## config.mk

```make
export PLATFORM = sky130hd
export DESIGN_NAME = station_signal_table_unit
export DESIGN_NICKNAME = d
export VERILOG_FILES = /design/src/design/ssig_pkg.sv /design/src/design/station_signal_table_unit.sv /design/src/design/ssig_ram.sv /design/src/design/ssig_cmp.sv
export SDC_FILE = /design/constraint.sdc
export NUM_CORES = 1
export LEC_CHECK = 0
export BUFFER_PORTS_ARGS = -buffer_cell sky130_fd_sc_hd__buf_2
export CAP_MARGIN = 0
export CORE_MARGIN = 1
export CORE_UTILIZATION = 40
export CTS_BUF_LIST = sky130_fd_sc_hd__clkbuf_16
export CTS_CLUSTER_SIZE = 25
export DETAILED_ROUTE_END_ITERATION = 12
export PLACE_DENSITY = 0.57
export RECOVER_POWER = 25
export SYNTH_ARGS = -nofsm -noshare
export SYNTH_HDL_FRONTEND = slang
export SYNTH_HIERARCHICAL = 1
export SYNTH_SLANG_ARGS = --single-unit
```

## constraint.sdc

```tcl
create_clock -name i_clk -period 15.33 [get_ports i_clk]
set_input_delay 3.066 -clock i_clk [delete_from_list [all_inputs] [get_ports i_clk]]
set_output_delay 3.066 -clock i_clk [all_outputs]
set_load 0.1 [all_outputs]
```

## src/design/ssig_pkg.sv

```systemverilog
`default_nettype none

package ssig_pkg;

    localparam int MAX_ENTRIES = 10;
    localparam int KEY_CHARS   = 8;
    localparam int IDX_W       = $clog2(MAX_ENTRIES);
    localparam int CNT_W       = $clog2(MAX_ENTRIES + 1);

    typedef struct packed {
        logic               op;
        logic [63:0]        station_key;
        logic signed [7:0]  signal_dbm;
        logic [15:0]        battery_level;
    } t_in;

    typedef struct packed {
        logic [3:0]         slot;
        logic [63:0]        entry_key;
        logic signed [7:0]  entry_dbm;
        logic [15:0]        entry_battery;
        logic [3:0]         stored_count;
        logic               last;
    } t_out;

    typedef struct packed {
        logic [63:0]        key;
        logic signed [7:0]  lvl;
        logic [15:0]        bat;
    } t_entry;

    localparam int ENTRY_W = $bits(t_entry);

    localparam logic CMP_KEY_EQ = 1'b0;
    localparam logic CMP_LVL_GT = 1'b1;

    typedef struct packed {
        logic   mode;
        t_entry a;
        t_entry b;
    } t_cmp_req;

    // keep bytes up to the first zero byte, clear the rest
    function automatic logic [63:0] normalize_key(input logic [63:0] k);
        logic [63:0] r;
        logic        live;
        r    = '0;
        live = 1'b1;
        for (int i = 0; i < KEY_CHARS; i++) begin
            if (k[8*i +: 8] == 8'd0) live = 1'b0;
            if (live) r[8*i +: 8] = k[8*i +: 8];
        end
        return r;
    endfunction

endpackage

`default_nettype wire

```

## src/design/station_signal_table_unit.sv

```systemverilog
`default_nettype none

// Station table kept sorted by signal level, strongest first. A report (op 0)
// with a non-empty key is looked up; a hit overwrites that entry, a miss
// appends it or replaces the last slot when the table is full. The table is
// then exchange sorted and every entry is sent out in slot order, the final
// one flagged with last. A clear (op 1) sends nothing; so does a report
// whose first key byte is zero. The entries live in one RAM with a single
// read and a single write port, and one shared comparator does the key
// match during lookup and the level compare during the sort, so the RAM
// read port sets the pace; output stalls lengthen the dump phase. The block
// stalls its input until the dump has been handed to the output register;
// the last result may still wait there while the next report is taken. No
// clearing pass runs after reset: only slots below the entry count are
// ever read.
module station_signal_table_unit (
    input  wire logic           i_clk,
    input  wire logic           i_rst_n,
    input  wire logic           i_valid,
    output logic                o_stall,
    input  wire ssig_pkg::t_in  i_data,
    output logic                o_valid,
    input  wire logic           i_stall,
    output ssig_pkg::t_out      o_data
);
    import ssig_pkg::*;

    localparam logic [2:0] S_IDLE    = 3'd0;
    localparam logic [2:0] S_LOOK    = 3'd1;
    localparam logic [2:0] S_WRITE   = 3'd2;
    localparam logic [2:0] S_SORT    = 3'd3;
    localparam logic [2:0] S_SORT_WB = 3'd4;
    localparam logic [2:0] S_DUMP    = 3'd5;

    // control state
    logic [2:0]       r_state, n_state;
    logic [CNT_W-1:0] r_count, n_count;
    logic [CNT_W-1:0] r_a, n_a;        // next read address to issue
    logic [IDX_W-1:0] r_i, n_i;        // sort row
    logic             r_rv, n_rv;      // RAM output holds entry r_ridx
    logic [IDX_W-1:0] r_ridx, n_ridx;
    logic             r_hit, n_hit;
    logic [IDX_W-1:0] r_pos, n_pos;
    logic             r_ovalid, n_ovalid;

    // payload
    t_entry r_item, n_item;
    t_entry r_cur, n_cur;
    t_out   r_out, n_out;

    // RAM and comparator hookup
    logic             rd_en;
    logic [IDX_W-1:0] rd_addr;
    t_entry           rd_data;
    logic             wr_en;
    logic [IDX_W-1:0] wr_addr;
    t_entry           wr_data;
    t_cmp_req         cmp_req;
    logic             cmp_true;

    logic [63:0]      norm_key;
    logic [IDX_W-1:0] last_idx;
    logic [CNT_W-1:0] grow_count;
    logic [IDX_W-1:0] miss_pos;
    logic             out_free;

    ssig_ram #(
        .WIDTH(ENTRY_W),
        .DEPTH(MAX_ENTRIES)
    ) u_ram (
        .i_clk  (i_clk),
        .i_we   (wr_en),
        .i_waddr(wr_addr),
        .i_wdata(wr_data),
        .i_re   (rd_en),
        .i_raddr(rd_addr),
        .o_rdata(rd_data)
    );

    ssig_cmp u_cmp (
        .i_req (cmp_req),
        .o_true(cmp_true)
    );

    assign norm_key = normalize_key(i_data.station_key);
    assign last_idx = IDX_W'(r_count - 1'b1);
    assign out_free = !r_ovalid || !i_stall;

    // a miss appends while there is room, else takes the last slot
    assign miss_pos   = (r_count < CNT_W'(MAX_ENTRIES)) ? IDX_W'(r_count)
                                                        : IDX_W'(MAX_ENTRIES - 1);
    assign grow_count = (!r_hit && (r_count < CNT_W'(MAX_ENTRIES))) ? r_count + 1'b1
                                                                    : r_count;

    // the comparator checks keys during lookup and levels during the sort
    always_comb begin
        cmp_req.a = rd_data;
        if (r_state == S_SORT) begin
            cmp_req.mode = CMP_LVL_GT;
            cmp_req.b    = r_cur;
        end else begin
            cmp_req.mode = CMP_KEY_EQ;
            cmp_req.b    = r_item;
        end
    end

    always_comb begin
        n_state  = r_state;
        n_count  = r_count;
        n_a      = r_a;
        n_i      = r_i;
        n_rv     = r_rv;
        n_ridx   = r_ridx;
        n_hit    = r_hit;
        n_pos    = r_pos;
        n_ovalid = r_ovalid;
        n_item   = r_item;
        n_cur    = r_cur;
        n_out    = r_out;
        rd_en    = 1'b0;
        rd_addr  = r_a[IDX_W-1:0];
        wr_en    = 1'b0;
        wr_addr  = r_pos;
        wr_data  = r_item;

        // drop the output once it is taken; the dump may refill it below
        if (r_ovalid && !i_stall) n_ovalid = 1'b0;

        case (r_state)
            S_IDLE: begin
                if (i_valid) begin
                    if (i_data.op) begin
                        n_count = '0;
                    end else if (norm_key[7:0] != 8'd0) begin
                        n_item.key = norm_key;
                        n_item.lvl = i_data.signal_dbm;
                        n_item.bat = i_data.battery_level;
                        n_a        = '0;
                        n_rv       = 1'b0;
                        n_hit      = 1'b0;
                        n_state    = (r_count == '0) ? S_WRITE : S_LOOK;
                    end
                end
            end

            S_LOOK: begin
                // stream reads, compare in the cycle after each read
                if (r_a < r_count) begin
                    rd_en  = 1'b1;
                    n_rv   = 1'b1;
                    n_ridx = r_a[IDX_W-1:0];
                    n_a    = r_a + 1'b1;
                end else begin
                    n_rv = 1'b0;
                end
                if (r_rv) begin
                    if (cmp_true) begin
                        n_hit   = 1'b1;
                        n_pos   = r_ridx;
                        n_state = S_WRITE;
                    end else if (r_ridx == last_idx) begin
                        n_state = S_WRITE;
                    end
                end
            end

            S_WRITE: begin
                wr_en   = 1'b1;
                wr_addr = r_hit ? r_pos : miss_pos;
                n_count = grow_count;
                n_a     = '0;
                n_i     = '0;
                n_rv    = 1'b0;
                n_state = (grow_count >= CNT_W'(2)) ? S_SORT : S_DUMP;
            end

            S_SORT: begin
                // row r_i is held in r_cur; each later slot swaps with it
                // when its level is strictly greater
                if (r_a < r_count) begin
                    rd_en  = 1'b1;
                    n_rv   = 1'b1;
                    n_ridx = r_a[IDX_W-1:0];
                    n_a    = r_a + 1'b1;
                end else begin
                    n_rv = 1'b0;
                end
                if (r_rv) begin
                    if (r_ridx == r_i) begin
                        n_cur = rd_data;
                    end else if (cmp_true) begin
                        wr_en   = 1'b1;
                        wr_addr = r_ridx;
                        wr_data = r_cur;
                        n_cur   = rd_data;
                    end
                    if (r_ridx == last_idx) n_state = S_SORT_WB;
                end
            end

            S_SORT_WB: begin
                // write back the row and open the next one in the same cycle
                wr_en   = 1'b1;
                wr_addr = r_i;
                wr_data = r_cur;
                n_i     = r_i + 1'b1;
                if ((CNT_W'(r_i) + CNT_W'(2)) < r_count) begin
                    rd_en   = 1'b1;
                    rd_addr = r_i + 1'b1;
                    n_rv    = 1'b1;
                    n_ridx  = r_i + 1'b1;
                    n_a     = CNT_W'(r_i) + CNT_W'(2);
                    n_state = S_SORT;
                end else begin
                    n_a     = '0;
                    n_rv    = 1'b0;
                    n_state = S_DUMP;
                end
            end

            S_DUMP: begin
                if (r_rv && out_free) begin
                    n_ovalid             = 1'b1;
                    n_out.slot           = 4'(r_ridx);
                    n_out.entry_key      = rd_data.key;
                    n_out.entry_dbm      = rd_data.lvl;
                    n_out.entry_battery  = rd_data.bat;
                    n_out.stored_count   = 4'(r_count);
                    n_out.last           = (r_ridx == last_idx);
                end
                // advance the read only when the RAM output is free this cycle
                if ((r_a < r_count) && (!r_rv || out_free)) begin
                    rd_en  = 1'b1;
                    n_rv   = 1'b1;
                    n_ridx = r_a[IDX_W-1:0];
                    n_a    = r_a + 1'b1;
                end else if (r_rv && out_free) begin
                    n_rv = 1'b0;
                end
                if ((r_a == r_count) && (!r_rv || out_free)) n_state = S_IDLE;
            end

            default: begin
                n_state = S_IDLE;
            end
        endcase
    end

    always_ff @(posedge i_clk) begin
        if (!i_rst_n) begin
            r_state  <= S_IDLE;
            r_count  <= '0;
            r_a      <= '0;
            r_i      <= '0;
            r_rv     <= 1'b0;
            r_hit    <= 1'b0;
            r_ovalid <= 1'b0;
        end else begin
            r_state  <= n_state;
            r_count  <= n_count;
            r_a      <= n_a;
            r_i      <= n_i;
            r_rv     <= n_rv;
            r_hit    <= n_hit;
            r_ovalid <= n_ovalid;
        end
    end

    always_ff @(posedge i_clk) begin
        r_ridx <= n_ridx;
        r_pos  <= n_pos;
        r_item <= n_item;
        r_cur  <= n_cur;
        r_out  <= n_out;
    end

    assign o_stall = (r_state != S_IDLE);
    assign o_valid = r_ovalid;
    assign o_data  = r_out;

    // the table never holds more than its capacity
    assert property (@(posedge i_clk) disable iff (!i_rst_n)
        r_count <= CNT_W'(MAX_ENTRIES))
        else $error("entry count above capacity");

    // the flagged final entry sits at the slot just below the count
    assert property (@(posedge i_clk) disable iff (!i_rst_n)
        (o_valid && o_data.last) |-> (4'(o_data.slot + 4'd1) == o_data.stored_count))
        else $error("last flag on wrong slot");

    // after a non-final transfer more of the dump is still coming
    assert property (@(posedge i_clk) disable iff (!i_rst_n)
        (o_valid && !i_stall && !o_data.last) |=> (o_valid || r_state == S_DUMP))
        else $error("dump ended without a last entry");

    // a lookup or sort read never runs past the valid entries
    assert property (@(posedge i_clk) disable iff (!i_rst_n)
        r_rv |-> (CNT_W'(r_ridx) < r_count))
        else $error("read beyond the valid entries");

endmodule

`default_nettype wire

```

## src/design/ssig_ram.sv

```systemverilog
`default_nettype none

module ssig_ram #(
    parameter int WIDTH = 8,
    parameter int DEPTH = 16
) (
    input  wire logic                     i_clk,
    input  wire logic                     i_we,
    input  wire logic [$clog2(DEPTH)-1:0] i_waddr,
    input  wire logic [WIDTH-1:0]         i_wdata,
    input  wire logic                     i_re,
    input  wire logic [$clog2(DEPTH)-1:0] i_raddr,
    output logic      [WIDTH-1:0]         o_rdata
);

    logic [WIDTH-1:0] r_mem [DEPTH];

    always_ff @(posedge i_clk) begin
        if (i_we) r_mem[i_waddr] <= i_wdata;
        if (i_re) o_rdata <= r_mem[i_raddr];
    end

endmodule

`default_nettype wire

```

## src/design/ssig_cmp.sv

```systemverilog
`default_nettype none

module ssig_cmp (
    input  wire ssig_pkg::t_cmp_req i_req,
    output logic                    o_true
);
    import ssig_pkg::*;

    always_comb begin
        case (i_req.mode)
            CMP_KEY_EQ: o_true = (i_req.a.key == i_req.b.key);
            CMP_LVL_GT: o_true = (i_req.a.lvl > i_req.b.lvl);
            default:    o_true = 1'b0;
        endcase
    end

endmodule

`default_nettype wire

```

==> Yosys cells after proc, flatten, opt, wreduce, memory -nomap -nowiden <==
Memory sizes are Yosys's and may differ from the RTL's. A register that Yosys moved wholly into a read port is not among the register bits.
Index checks and enable logic that the tools add are counted.
W data, S select, Z words.
{ "op_classes": {"addsub": 5, "order_cmp": 5, "eq_ne": 23, "mux": 77, "n_bitwise": 2, "n_reduce_logical": 41} }
{ "ops": {"columns": ["operator", "count"], "rows": [
  ["$mux W88", 6],
  ["$pmux W88 S2", 1],
  ["$mux W4", 19],
  ["$eq A64 B64 Y1", 1],
  ["$logic_not A8 Y1", 8],
  ["$mux W3", 11],
  ["$mux W1", 27],
  ["$pmux W4 S3", 2],
  ["$ne A2 B2 Y1 const B", 10],
  ["$pmux W4 S5", 1],
  ["$pmux W3 S6", 1],
  ["$pmux W4 S2", 2],
  ["$add A4 B1 Y4 const B", 3],
  ["$eq A4 B4 Y1", 3],
  ["$reduce_and A6 Y1", 2],
  ["$gt A8 B8 Y1", 1],
  ["$lt A4 B4 Y1", 2],
  ["$mux W8", 1],
  ["$reduce_and A4 Y1", 2],
  ["$reduce_and A8 Y1", 1],
  ["$reduce_bool A2 Y1", 4],
  ["$reduce_bool A8 Y1", 1],
  ["$eq A3 B2 Y1 const B", 2],
  ["$eq A3 B3 Y1 const B", 2],
  ["other kinds (23)", 40]
]} }
{ "word_totals": {"register_bits": 299, "ramBits": 880, "input_bits": 93, "out_inout_bits": 99, "wordCells": 182, "memories": 1} }
{ "mem_list": {"columns": ["name", "words", "width", "rd", "rd_clocked_by_memory_dff", "wr", "line", "text"], "rows": [
  ["u_ram.r_mem", 10, 88, 1, 1, 1, "ssig_ram.sv:16", "logic [WIDTH-1:0] r_mem [DEPTH];"]
]} }

==> Depth between registers and ports, before layout <==
{ "logic_depth": {"ltp_word": 10, "depth_mapped": 24, "depth_no_buf": 20} }

==> Hierarchy <==
The synthesis kept the hierarchy.
{ "modules_own_cells": {"columns": ["mod", "instances", "cells_each", "area_per_inst_um2"], "rows": [
  ["ssig_ram", 1, 1887, 37220.7],
  ["station_signal_table_unit", 1, 1018, 13076.3],
  ["ssig_cmp", 1, 127, 950.9]
]} }

==> Worst setup path after synthesis <==
Ideal clock, no wire load.
{ "synth_path": {"path_type": "flip-flop to flip-flop", "startpoint": "register r_state[1]", "endpoint": "memory u_ram/r_mem[0][0] (netlist name) (enable)", "setup_time_ns": 0.642, "arrival_ns": 9.876, "required_time_ns": 14.688, "path_slack_ns": 4.812, "stages_incl_launch_ff": 24, "path_cell_list": "dfxtp_1 > buf_4 > inv_2 > nor2_1 > nand2_1 > inv_1 > clkbuf_1 > buf_2 > nand2_1 > nand2_1 > inv_1 > ha_1 > nor2b_1 > o21ai_0 > nand2b_1 > a21oi_1 > o2111a_1 > o22ai_1 > clkbuf_1 > mux2_2 > o21ai_0 > a21oi_1 > or3b_2 > nor3_1"} }
{ "synth_lines": {"columns": ["item", "line", "text"], "rows": [
  ["start, declared", "station_signal_table_unit.sv:36", "logic [2:0] r_state, n_state;"],
  ["start signal, assigned", "station_signal_table_unit.sv:259", "r_state <= n_state;"],
  ["end, declared", "ssig_ram.sv:16", null]
]} }

==> results.py <==
metrics = {
    "sta": {
        "min_period_ns": 10.74,
        "clock_skew_ns": 0.0406,
        "worstMarginPinSlew_ns": 4.44,
        "hold_viol_final": 0,
        "period_share_pct": 70.0,
        "max-slew-margin-rel_pct": -196,
        "finalSetupTns_ns": 0,
        "max_freq_ghz": 0.0931,
        "rsz0062_at_grt": "no",
        "finalMaxSlewViolations": 432,
        "worst_hold_slack_ns": 0.451,
        "setup_violations": 0,
    },
    "clock_network": {
        "post-cts-setup-buffer-count": 0,
        "cts_resized": 0,
        "root_buffer": "clkbuf_16",
        "htree_levels": 4,
        "clkSinkCount": 1267,
        "cts_buffer_depth": 3,
        "clk_latency_ns": 0.76,
        "numCtsBuffers": 138,
        "cts_tree": "yes",
        "clkTransAtPathRegs_ns": 0.06,
        "ctsHoldBuffers": 0,
    },
    "grt": {
        "grt_max_degree": 135,
        "grt_pass1_wl_mm": 187,
        "grt_pass1_vias": 26747,
        "grtUsageTotal_pct": 19.8,
        "grt.overflow.total": 0,
        "antenna_found_initial": 10,
    },
    "synthesis": {
        "syn_nets": 3097,
        "syn_avg_cell_area_sq_um": 17.1,
        "ys_warn_count": 6,
        "syn-cell-area_sq_mm": 0.0511,
        "netlist_instances": 2984,
    },
    "layout": {
        "utilization_pct": 45.9,
        "area_growth_pct": 13.3,
        "layout_common_cells": "edfxtp_1 (1249), nand2_1 (349), mux2_2 (333)",
        "drive_gt1_share_pct": 22.8,
        "nets": 3312,
        "fin_area_sq_mm": 0.0579,
        "final_common_cell": "edfxtp_1",
    },
    "drt": {
        "drt_iter0_drc": 2437,
        "drt-total-wl_mm": 130,
        "viasPerCell": 5.43,
        "drt-wirelength-per-cell_microns": 26.2,
        "antenna_left": 0,
        "firstDrtPassIters": 6,
        "post-route-drc-count": 0,
        "vias": 26942,
    },
    "worst_setup_path": {
        "cp-end-kind": "register",
        "path_max_fanout": 74,
        "startpoint": "r_state[1]",
        "required_ns": 15.68,
        "worstSetupPathType": "register to register",
        "timing.rr.start": "r_state[1]",
        "cp-start-kind": "register",
        "cp.arrival_ns": 11.09,
    },
    "min_path": {
        "holdCritStartpoint": "u_ram/o_rdata[1]",
        "worstHoldPathType": "register to register",
    },
    "pwr": {
        "p_per_area_mw_per_mm2": 151,
        "p_leak_nw": 18.5,
        "irDropWorstVdd_v": 0.000111,
        "p_clk_share_pct": 37.5,
        "p_int_mw": 6.51,
        "switching_share_pct": 25.4,
        "power_switching_mw": 2.22,
        "finalPower_mw": 8.72,
        "combPwrFrac_pct": 12.3,
        "pwr-share-seq_pct": 50.2,
    },
    "outcome": {
        "status": "finished with violations",
        "violations": "max-capacitance violations, max-slew violations",
    },
    "place": {
        "gp_congestion": 0.832,
        "portBuffers": 191,
        "place_area_sq_mm": 0.0537,
        "hpwl_mm": 75.1,
    },
    "floorplan": {
        "start_util_pct": 40.5,
        "core_area_sq_mm": 0.126,
        "num_io_pins": 192,
        "die_area_sq_mm": 0.129,
        "die_h_microns": 359,
        "fp-row-count": 130,
        "die_w_microns": 359,
    },
    "run": {
        "maxCapViolCount": 11,
    },
}
sequential cells by signal (all words and copies together) (netlist names):
register	cells
r_ridx	4
r_state	3
r_item	88
r_i	4
o_data	97
r_cur	88
r_pos	4
r_count	4
u_ram/r_mem	880
r_a	4
o_valid	1
r_rv	1
u_ram/o_rdata	88
r_hit	1
critical path: stages, from the launching register on:
cell        delay (ns)
dfxtp_1           0.49
inv_1             0.22
nor2_1            0.18
nand2_1           0.30
clkinvlp_2        0.31
clkbuf_1          2.90
nand2_1           0.13
nand2_1           0.19
xor2_1            0.08
nor4_1            0.54
nand4_1           0.15
nor3_1            0.29
nand4_1           0.29
o22ai_1           0.27
clkbuf_1          0.51
o21ai_0           0.23
a222oi_1          0.25
o21ai_0           0.19
nand3b_1          0.40
nor3_2            0.74
buf_4             0.76
buf_4             0.77
routing by layer:
metal / vias to the layer above / track usage, % / routed length (microns)
li1: 12013 / - / -
met1: 13895 / 28.1 / 58600
met2: 867 / 31.5 / 60500
met3: 167 / 3.49 / 8120
met4: 0 / 5.27 / 2480
met5: - / 0 / 0
final timing paths:
check             depth (start not counted)           endpoint  slack [ns]
setup / recovery                         21  u_ram/r_mem[4][1]        4.59
hold / removal                            0           r_cur[1]        0.45
setup reg to reg                         21  u_ram/r_mem[4][1]        4.59
hold reg to reg                           0           r_cur[1]        0.45
cell type report:
| type | count | area, sq um |
|---|---|---|
| timing repair buffer | 242 | 1180 |
| clock inverter | 108 | 966 |
| clock buffer | 140 | 3500 |
| sequential | 1267 | 37900 |
| tap | 1650 | 2060 |
| multi-input combinational | 1511 | 12100 |
| antenna | 1 | 2.50 |
| fill | 10830 | 68200 |
| inverter | 39 | 148 |
power groups by stage:
stage,combinational [mW],clock (mW),sequential [mW]
3_3_place_gp,1.08,0,4.44
3_5_place_dp,1.08,0,4.44
5_1_grt,1.16,3.47,4.40
6_report,1.08,3.27,4.38
2_1_floorplan,0.764,0,4.39
4_1_cts,1.09,3.34,4.37
stage by stage:
step                      setup WS [ns]  std cells
final                              4.59       4958
after global routing               3.75       4957
after CTS                          7.45       4957
after detailed placement           7.49       4709
after global placement             7.65       4709
after floorplan                    4.85       2984
Note: power is estimated with default switching activity, not from simulation.
